<file path="src/design/rte_pkg.sv">
// Package with shared constants of the reading time estimator.
`default_nettype none
package rte_pkg;
    localparam int OP_W = 3;
    localparam int WIDX_W = 16;
    localparam int BONUS_W = 16;
    localparam int RANGE_W = 17;
    localparam int RES_W = 32;
    localparam int CFG_IDX_W = 2;
    localparam int CFG_DATA_W = 17;
    localparam int WC_W = 17;
    localparam int WPM_W = 16;

    localparam logic [OP_W-1:0] OP_WRITE = 3'd0;
    localparam logic [OP_W-1:0] OP_START = 3'd1;
    localparam logic [OP_W-1:0] OP_STEP = 3'd2;
    localparam logic [OP_W-1:0] OP_QUERY = 3'd3;
    localparam logic [OP_W-1:0] OP_INVAL = 3'd4;

    localparam logic [CFG_IDX_W-1:0] REG_WORD_COUNT = 2'd0;
    localparam logic [CFG_IDX_W-1:0] REG_WPM = 2'd1;
    localparam logic [CFG_IDX_W-1:0] REG_ACCURATE = 2'd2;

    localparam logic [WPM_W-1:0] MS_PER_MIN = 16'd60000;
    localparam logic [WC_W-1:0] WC_RESET = 17'd0;
    localparam logic [WPM_W-1:0] WPM_RESET = 16'd300;
endpackage
`default_nettype wire

</file>
<file path="src/design/rte_div.sv">
// Restoring divider that produces one quotient bit per cycle.
`default_nettype none
module rte_div #(
    parameter int PW = 33
) (
    input  wire logic clk,
    input  wire logic rst_n,
    input  wire logic start,
    input  wire logic [PW-1:0] dividend,
    input  wire logic [rte_pkg::WPM_W-1:0] divisor,
    output logic done,
    output logic [PW-1:0] quotient
);
    localparam int CW = $clog2(PW + 1);

    logic [PW-1:0] quo_reg;
    logic [rte_pkg::WPM_W-1:0] rem_reg;
    logic [rte_pkg::WPM_W-1:0] dvs_reg;
    logic [CW-1:0] cnt_reg;
    logic busy_reg;
    logic done_reg;
    logic [rte_pkg::WPM_W:0] trial;
    logic take;

    always_comb
    begin
        trial = {rem_reg, quo_reg[PW-1]};
        take = trial >= {1'b0, dvs_reg};
    end

    always_ff @(posedge clk or negedge rst_n)
    begin
        if (!rst_n)
        begin
            busy_reg <= 1'b0;
            done_reg <= 1'b0;
            cnt_reg <= '0;
        end
        else if (start)
        begin
            busy_reg <= 1'b1;
            done_reg <= 1'b0;
            cnt_reg <= CW'(PW);
        end
        else if (busy_reg)
        begin
            cnt_reg <= cnt_reg - 1'b1;
            if (cnt_reg == CW'(1))
            begin
                busy_reg <= 1'b0;
                done_reg <= 1'b1;
            end
        end
    end

    always_ff @(posedge clk)
    begin
        if (start)
        begin
            quo_reg <= dividend;
            rem_reg <= '0;
            dvs_reg <= divisor;
        end
        else if (busy_reg)
        begin
            quo_reg <= {quo_reg[PW-2:0], take};
            rem_reg <= take ? rte_pkg::WPM_W'(trial - {1'b0, dvs_reg})
                            : trial[rte_pkg::WPM_W-1:0];
        end
    end

    assign done = done_reg;
    assign quotient = quo_reg;
endmodule
`default_nettype wire

</file>
<file path="config.mk">
export PLATFORM = sky130hd
export DESIGN_NAME = rte_div
export DESIGN_NICKNAME = d
export VERILOG_FILES = /design/src/design/rte_pkg.sv /design/src/design/rte_div.sv
export SDC_FILE = /design/constraint.sdc
export NUM_CORES = 1
export LEC_CHECK = 0
export BUFFER_PORTS_ARGS = -buffer_cell sky130_fd_sc_hd__buf_2
export CAP_MARGIN = 40
export CORE_ASPECT_RATIO = 0.75
export CORE_UTILIZATION = 40
export CTS_BUF_LIST = sky130_fd_sc_hd__clkbuf_4 sky130_fd_sc_hd__clkbuf_8
export CTS_CLUSTER_SIZE = 10
export DETAILED_ROUTE_END_ITERATION = 6
export GPL_TIMING_DRIVEN = 1
export HOLD_SLACK_MARGIN = 0.1
export PLACE_DENSITY_LB_ADDON = 0.1
export SYNTH_ARGS = -nofsm -noshare
export SYNTH_HDL_FRONTEND = slang
export SYNTH_SLANG_ARGS = --single-unit
</file>
<file path="constraint.sdc">
create_clock -name clk -period 3.8 [get_ports clk]
set_input_delay 0.76 -clock clk [delete_from_list [all_inputs] [get_ports clk]]
set_output_delay 0.76 -clock clk [all_outputs]
set_load 0.02 [all_outputs]
</file>
==> results.sh, run 1 <==
export IMPL_status="finished clean"
export IMPL_drt_pass1_iter_count=4
export IMPL_async_reset_ff_share_pct=10.96
export IMPL_yosysSeqAreaShare_pct=51.44
export IMPL_r2r_slack_ps=930
export IMPL_cts_resized=0
export IMPL_critPathMaxFanout=5
export IMPL_die_area_um2=10080
export IMPL_routedWlPerCell_um=13.79
export IMPL_final_common_cell="buf_2"
export IMPL_slowest_stage="a221oi_1"
export IMPL_clock_sinks=73
export IMPL_synth_main_ff_cell="edfxtp_1"
export IMPL_cts_root_buffer="clkbuf_8"
export IMPL_min_period_over_period_pct=75.64
export IMPL_worstSkewPairLatency_ps=350
export IMPL_cts_buffers=9
export IMPL_final_net_count=481
export IMPL_postCtsHoldBufs=0
export IMPL_worst_path_largest_cell_delay_ps=700
export IMPL_tns_ps=0
export IMPL_hold_viol=0
export IMPL_grt_max_degree=70
export IMPL_drt_iter0_drc=145
export IMPL_fin_area_um2=4591
export IMPL_post_dp_hpwl_mm=5.299
export IMPL_ys_warn_count=0
export IMPL_syn2layout_area_growth_pct=18.55
export IMPL_nFillCells=878
export IMPL_die_w_um=115.6
export IMPL_slew_headroom_pct=44.47
export IMPL_post_dp_cell_area_um2=4369
export IMPL_antenna_found_initial=0
export IMPL_ys_seq_elements=73
export IMPL_postCtsSetupBuffers=0
export IMPL_layout_common_cells="buf_2 (85), edfxtp_1 (49), mux2_2 (32)"
export IMPL_ios=86
export IMPL_start_kind="flip-flop"
export IMPL_synth_edf_count=49
export IMPL_synth_top_area_cell="edfxtp_1"
export IMPL_drtAntennaViolNets=0
export IMPL_grt_pass1_vias=2403
export IMPL_crit_top_cell="inv_1"
export IMPL_setup_violations=0
export IMPL_syn_area_um2=3872
export IMPL_grt_pass1_wl_mm=11.65
export IMPL_coreArea_um2=9234
export IMPL_synth_top_area_share_pct=38.00
export IMPL_skew_ps=11.00
export IMPL_antenna_cells=0
export IMPL_p_per_area_nw_per_um2=681.2
export IMPL_crit_chain="inv_1 -> ha_1 -> inv_1 -> fa_1 -> a21o_1 -> a221oi_1 -> o21ai_0 -> xor2_1 -> mux2i_1 -> a211oi_1"
export IMPL_die_h_um=87.21
export IMPL_cts_tree="built"
export IMPL_netlist_cell_type_count=49
export IMPL_drv_slew=0
export IMPL_final_layout_size_suffix_gt1_share_pct=34.70
export IMPL_wl_mm=7.487
export IMPL_avgViaCountPerCell=4.994
export IMPL_max_freq_ghz=0.3479
export IMPL_io_buffers=85
export IMPL_largest_reg_flops=33
export IMPL_period_minus_slack_ps=2874
export IMPL_arrival_ps=3130
export IMPL_ff2ff_path_depth=10
export IMPL_dr_total_vias=2712
export IMPL_ir_worst_vdd_mv=0.2822
export IMPL_seq_area_um2=1992
export IMPL_rsz0062_at_grt="false"
export IMPL_start_util_pct=41.94
export IMPL_grt_overflow=0
export IMPL_required_ps=4060
export IMPL_hold_class="in2async"
export IMPL_clock_path_buffers=2
export IMPL_cts_max_level=3
export IMPL_cellLeakagePower_nw=2.066
export IMPL_num_rows=30
export IMPL_syn_avg_cell_area_um2=11.84
export IMPL_clkTransAtPathRegs_ps=80
export IMPL_path_class="reg2reg"
export IMPL_grtUsageTotal_pct=15.31
export IMPL_syn_inst=327
export IMPL_multi_input_area_um2=1683
export IMPL_tightest_slew_ps=833.0
export IMPL_drc=0
export IMPL_power_total_w=0.003127
export IMPL_gp_congestion=0.8161
export IMPL_synth_area_leaders="edfxtp_1 (38%), mux2_2 (9.3%), dfxtp_1 (8.3%)"
export IMPL_endpoint_kind="flip-flop"
export IMPL_maxCapViolCount=0
export IMPL_synth_nets=398
[metal layers]
metal,routed length (um),GRT usage [%],vias to the layer above,part of all wire (%)
li1,-,-,1365,-
met1,3791,21.60,1271,51
met2,3304,22.92,69,44
met3,317,4.454,7,4.2
met4,74,4.196,0,0.99
met5,0,0,-,0
[cell type report]
cell class | count | share of cell area (%)
Clock buffer | 10 | 2.862
Clock inverter | 6 | 1.962
Inverter | 23 | 1.881
Multi-Input combinational cell | 215 | 36.66
Sequential cell | 73 | 43.39
Tap cell | 128 | 3.489
Timing Repair Buffer | 88 | 9.757
[where the power goes]
group          switching (W)  internal, W
clock               0.000294     0.000379
combinational       0.000706     0.000555
sequential          0.000124      0.00107
[critical path: cells and delay by family (launching register included)]
kind,cells,cell delay (ps)
AOI/OAI and AO/OA,4,1420
xor gates and xnor gates,1,180
adders and majority gates,2,560
buffers and inverters,2,140
DFF,1,420
muxes,1,80
[stage by stage]
step,hold WS [ps],worst slack [ps],utilization (%),instances
floorplan,453.0,1300,-,327
global placement,474.6,1057,47.32,527
detailed placement,479.0,1017,47.32,527
CTS,229.3,935.3,49.72,543
global route,226.9,723.4,49.72,543
finish,242.3,925.7,49.72,543
[final timing paths]
kind	start	to
worst max register to register	quotient[32]	rem_reg[10]
worst max-delay path	quotient[32]	rem_reg[10]
max in group asynchronous	rst_n	busy_reg
min in group clk	rem_reg[12]	rem_reg[12]
worst min-delay path	rst_n	cnt_reg[1]
worst min register to register	rem_reg[12]	rem_reg[12]
[synth_stat cells, drive strengths merged (2+ instances only)]
cell type / number
dfxtp: 16
nor2: 23
xnor2: 11
buf: 10
clkbuf: 6
a21oi: 15
nand3: 3
and4b: 2
ha: 18
dfrtp: 8
edfxtp: 49
o2111ai: 2
a211oi: 13
o21ai: 14
xor2: 6
nand2: 19
a21o: 6
mux2: 32
nand2b: 5
mux2i: 14
a31oi: 2
and3: 4
inv: 23
nand4: 3
o211ai: 4
[kinds of logic (layout without fill, tap and decap cells)]
| kind of cell | Yosys count | after routing | share of synthesized area, % |
|---|---|---|---|
| flops | 73 | 73 | 51.44 |
| buf+inv | 39 | 127 | 5.105 |
| xor+xnor | 17 | 17 | 3.845 |
| fa+ha+maj | 19 | 19 | 6.333 |
| mux | 46 | 46 | 12.92 |
| compound gates | 64 | 64 | 11.57 |
| simple gates | 69 | 69 | 8.789 |
Note: power is estimated with default switching activity, not from simulation.
==> run 2: changes to the inputs <==
Clock period 3.8 ns to 2.4 ns, I/O delays scaled along.
==> results.sh, run 2 (same netlist as run 1, synthesis figures left out) <==
export IMPL_status="finished clean"
export IMPL_num_rows=30
export IMPL_skew_ps=5.820
export IMPL_crit_chain="inv_2 -> ha_4 -> inv_2 -> fa_2 -> a21o_1 -> a221oi_2 -> buf_4 -> o211ai_1 -> o211ai_1 -> xnor2_1 -> mux2i_1 -> o21ai_1"
export IMPL_final_layout_size_suffix_gt1_share_pct=41.10
export IMPL_crit_family="compound AO/OA/AOI/OAI gates"
export IMPL_grt_pass1_wl_mm=13.15
export IMPL_die_w_um=115.6
export IMPL_clkTransAtPathRegs_ps=80
export IMPL_period_minus_slack_ps=2311
export IMPL_start_kind="flip-flop"
export IMPL_io_buffers=85
export IMPL_utilization_pct=52.72
export IMPL_wl_met3_um=414
export IMPL_die_area_um2=10080
export IMPL_ir_worst_vdd_mv=0.4921
export IMPL_endpoint_kind="flip-flop"
export IMPL_final_net_count=504
export IMPL_setup_violations=0
export IMPL_drc=0
export IMPL_critPathMaxFanout=5
export IMPL_drv_slew=0
export IMPL_hold_class="in2reg"
export IMPL_grt_overflow=0
export IMPL_drt_pass1_iter_count=4
export IMPL_post_dp_hpwl_mm=5.666
export IMPL_slowest_stage="edfxtp_1"
export IMPL_dp_cells=544
export IMPL_path_buf_inv=3
export IMPL_grtUsageTotal_pct=17.39
export IMPL_p_per_area_nw_per_um2=1102
export IMPL_nFillCells=873
export IMPL_tightest_slew_ps=582.3
export IMPL_drt_met1_wl_mm=4.048
export IMPL_max_freq_ghz=0.4327
export IMPL_coreArea_um2=9234
export IMPL_cts_max_level=3
export IMPL_seq_area_um2=1992
export IMPL_grt_max_degree=43
export IMPL_syn2layout_area_growth_pct=25.72
export IMPL_wl_mm=8.187
export IMPL_dp_slack_ps=-98.02
export IMPL_worst_path_largest_cell_delay_ps=410
export IMPL_cts_tree="built"
export IMPL_cellLeakagePower_nw=2.204
export IMPL_largest_reg_flops=33
export IMPL_power_total_w=0.005367
export IMPL_slew_headroom_pct=60.63
export IMPL_cts_root_buffer="clkbuf_8"
export IMPL_worstSkewPairLatency_ps=350
export IMPL_instances_no_fill=566
export IMPL_required_ps=2640
export IMPL_arrival_ps=2550
export IMPL_antenna_found_initial=0
export IMPL_start_util_pct=41.94
export IMPL_layout_setup_ws_ps=88.72
export IMPL_maxCapViolCount=0
export IMPL_routedWlPerCell_um=14.46
export IMPL_post_dp_cell_area_um2=4503
export IMPL_min_period_over_period_pct=96.30
export IMPL_cts_buffers=9
export IMPL_clock_path_buffers=2
export IMPL_final_common_cell="buf_2"
export IMPL_drt_iter0_drc=129
export IMPL_dr_wl_met2_mm=3.657
export IMPL_hold_viol=0
export IMPL_rsz0062_at_grt="true"
export IMPL_drtAntennaViolNets=0
export IMPL_avgViaCountPerCell=4.935
export IMPL_clock_sinks=73
export IMPL_dr_total_vias=2793
export IMPL_antenna_cells=0
export IMPL_grt_pass1_vias=2662
export IMPL_path_class="reg2reg"
export IMPL_routed_top_layer="met4"
export IMPL_ios=86
export IMPL_multi_input_area_um2=1782
export IMPL_gp_congestion=0.7941
export IMPL_fin_area_um2=4868
export IMPL_die_h_um=87.21
export IMPL_layout_common_cells="buf_2 (85), edfxtp_1 (49), mux2_2 (32)"
## run 2: cell count changes in the layout (fill, tap and decap cells not counted), sizes merged
cell / change
clkinvlp: -1
inv: +1
clkbuf: -1
buf: +20
bufinv: +1
and2: +2
dlygate4sd3: +1
## run 2: what timing repair did
item,in CTS,in global routing
endpoints found under the hold margin,8,0
gates resized for setup,5,19
setup buffers,1,2
hold buffers,1,0
setup endpoints to repair,16,16
cloned,2,0
pin swaps,1,18
## run 2: power by group
| group | leakage (nW) | internal (W) | total [W] | switching (W) |
|---|---|---|---|---|
| clock | 0.122 | 0.000692 | 0.00117 | 0.000475 |
| sequential | 0.733 | 0.00169 | 0.00189 | 0.000199 |
| combinational | 1.35 | 0.00106 | 0.00231 | 0.00124 |
## run 2: metrics by stage
step | setup TNS (ps) | hold WS, ps
final | 0 | 300.2
after global routing | -412.0 | 273.9
after CTS | 0 | 282.0
after detailed placement | -1073 | 334.4
after global placement | 0 | 332.8
after floorplan | 0 | 184.4
## run 2: cell type report
| cell class | instances | area share, % |
|---|---|---|
| Clock inverter | 7 | 2.390 |
| Timing Repair Buffer | 109 | 12.49 |
| Inverter | 23 | 1.773 |
| Multi-Input combinational cell | 217 | 36.60 |
| Sequential cell | 73 | 40.91 |
| Tap cell | 128 | 3.290 |
| Clock buffer | 9 | 2.544 |
## run 2: worst paths after layout
| path | startpoint | endpoint | slack, ps | cells after the start |
|---|---|---|---|---|
| max | quotient[32] | rem_reg[12] | 90 | 12 |
| min | divisor[15] | dvs_reg[15] | 300 | 1 |
| max reg2reg | quotient[32] | rem_reg[12] | 90 | 12 |
| min reg2reg | rem_reg[12] | rem_reg[12] | 470 | 2 |
| max in group asynchronous | rst_n | cnt_reg[1] | 1740 | 2 |
| min in group asynchronous | rst_n | cnt_reg[4] | 490 | 2 |
## run 2: layer usage
metal | global-route usage, % | vias to the layer above
met3 | 5.219 | 4
met4 | 5.245 | 0
li1 | - | 1402
met5 | 0 | -
met2 | 25.20 | 67
met1 | 24.89 | 1320
==> run 3: changes to the inputs <==
Settings changed: CORE_ASPECT_RATIO 0.75 to unset.
==> results.sh, run 3 (same netlist as run 1, synthesis figures left out) <==
export IMPL_status="finished clean"
export IMPL_worstSkewPairLatency_ps=360
export IMPL_drv_slew=0
export IMPL_final_layout_size_suffix_gt1_share_pct=42.27
export IMPL_grt_max_degree=34
export IMPL_cts_tree="built"
export IMPL_io_buffers=85
export IMPL_routedWlPerCell_um=14.04
export IMPL_maxCapViolCount=0
export IMPL_endpoint_kind="flip-flop"
export IMPL_grt_pass1_wl_mm=12.81
export IMPL_arrival_ps=2570
export IMPL_antenna_cells=0
export IMPL_required_ps=2630
export IMPL_layout_common_cells="buf_2 (85), edfxtp_1 (49), mux2_2 (32)"
export IMPL_start_util_pct=41.52
export IMPL_whs_ps=290.2
export IMPL_drt_pass1_iter_count=4
export IMPL_cts_max_level=3
export IMPL_start_kind="flip-flop"
export IMPL_cellLeakagePower_nw=2.189
export IMPL_coreArea_um2=9328
export IMPL_r2r_start="dvs_reg[6]"
export IMPL_num_rows=35
export IMPL_critPathMaxFanout=10
export IMPL_drt_iter0_drc=142
export IMPL_utilization_pct=52.86
export IMPL_hp_start="divisor[14]"
export IMPL_gp_congestion=0.8395
export IMPL_grt_overflow=0
export IMPL_clkTransAtPathRegs_ps=80
export IMPL_setup_violations=0
export IMPL_grtUsageTotal_pct=16.70
export IMPL_wl_mm=7.986
export IMPL_post_dp_hpwl_mm=5.678
export IMPL_cts_root_buffer="clkbuf_8"
export IMPL_drtAntennaViolNets=0
export IMPL_drc=0
export IMPL_dr_total_vias=2796
export IMPL_clock_sinks=73
export IMPL_grt_pass1_vias=2721
export IMPL_p_per_area_nw_per_um2=1100
export IMPL_cts_buffers=9
export IMPL_avgViaCountPerCell=4.914
export IMPL_final_common_cell="buf_2"
export IMPL_tns_ps=0
export IMPL_period_minus_slack_ps=2336
export IMPL_hold_viol=0
export IMPL_power_total_w=0.005426
export IMPL_largest_reg_flops=33
export IMPL_ios=86
export IMPL_crit_start="dvs_reg[6]"
export IMPL_nFillCells=859
export IMPL_skew_ps=9.886
export IMPL_die_h_um=100.4
export IMPL_slew_headroom_pct=61.21
export IMPL_die_w_um=100.4
export IMPL_die_area_um2=10080
export IMPL_post_dp_cell_area_um2=4544
export IMPL_final_net_count=506
export IMPL_ir_worst_vdd_mv=0.5021
export IMPL_hold_class="in2reg"
export IMPL_max_freq_ghz=0.4280
export IMPL_path_class="reg2reg"
export IMPL_antenna_found_initial=0
export IMPL_rsz0062_at_grt="true"
export IMPL_fin_area_um2=4931
export IMPL_min_period_over_period_pct=97.35
export IMPL_clock_path_buffers=2
export IMPL_syn2layout_area_growth_pct=27.33
export IMPL_tightest_slew_ps=573.7
[run 3: cell types whose count changed in the layout (fill, tap and decap cells not counted), moves of 2 or more]
cell	change
ha_4	+6
buf_12	+2
ha_1	-5
buf_4	+2
and2_4	-2
[run 3: final cells by class]
class | instances | area, um^2 | share of cell area (%)
Tap cell | 129 | 161.4 | 3.273
Clock inverter | 6 | 90.09 | 1.827
Timing Repair Buffer | 113 | 663.1 | 13.45
Clock buffer | 10 | 131.4 | 2.664
Multi-Input combinational cell | 215 | 1807 | 36.64
Inverter | 23 | 86.33 | 1.751
Sequential cell | 73 | 1992 | 40.40
[run 3: layer usage]
| layer | up-vias | track usage, % | part of all wire, % |
|---|---|---|---|
| met5 | - | 0 | 0 |
| met4 | 0 | 7.469 | 1.3 |
| met3 | 10 | 4.039 | 4.2 |
| met2 | 64 | 26.87 | 48 |
| met1 | 1318 | 21.32 | 47 |
| li1 | 1404 | - | - |
[run 3: where the power goes]
part | total (W) | internal (W) | switching, W
Sequential | 0.00192 | 0.00169 | 0.000225
Clock | 0.00110 | 0.000603 | 0.000493
Combinational | 0.00241 | 0.00120 | 0.00121
[run 3: final timing paths]
kind	end	slack, ps	depth (start not counted)
setup / recovery	rem_reg[4]	60	10
hold / removal	dvs_reg[14]	290	1
setup reg to reg	rem_reg[4]	60	10
hold reg to reg	rem_reg[14]	480	2
max in group asynchronous	cnt_reg[0]	1740	2
min in group asynchronous	done	490	2
[run 3: repair_timing]
| action | in CTS | in global routing |
|---|---|---|
| buffers inserted | 0 | 5 |
| hold buffers | 1 | 0 |
| setup endpoints to repair | 15 | 16 |
| pin swaps | 1 | 13 |
| hold endpoints to repair | 8 | 0 |
| gates cloned | 0 | 0 |
| resized for setup | 2 | 24 |
[run 3: worst max-delay path, stage by stage, from the launching register on]
cell and delay (ps):
edfxtp_1 380, inv_2 70, ha_4 200, a21oi_4 180, o21ai_2 80, a311o_1 380
o31ai_2 260, and2_4 220, buf_12 140, mux2i_1 200, a211oi_1 100
[run 3: per-stage QoR]
step | setup slack (ps) | instances
global route | -45.35 | 569
finish | 63.69 | 569
floorplan | 53.47 | 327
global placement | 45.32 | 547
detailed placement | -22.84 | 547
CTS | 30.14 | 564
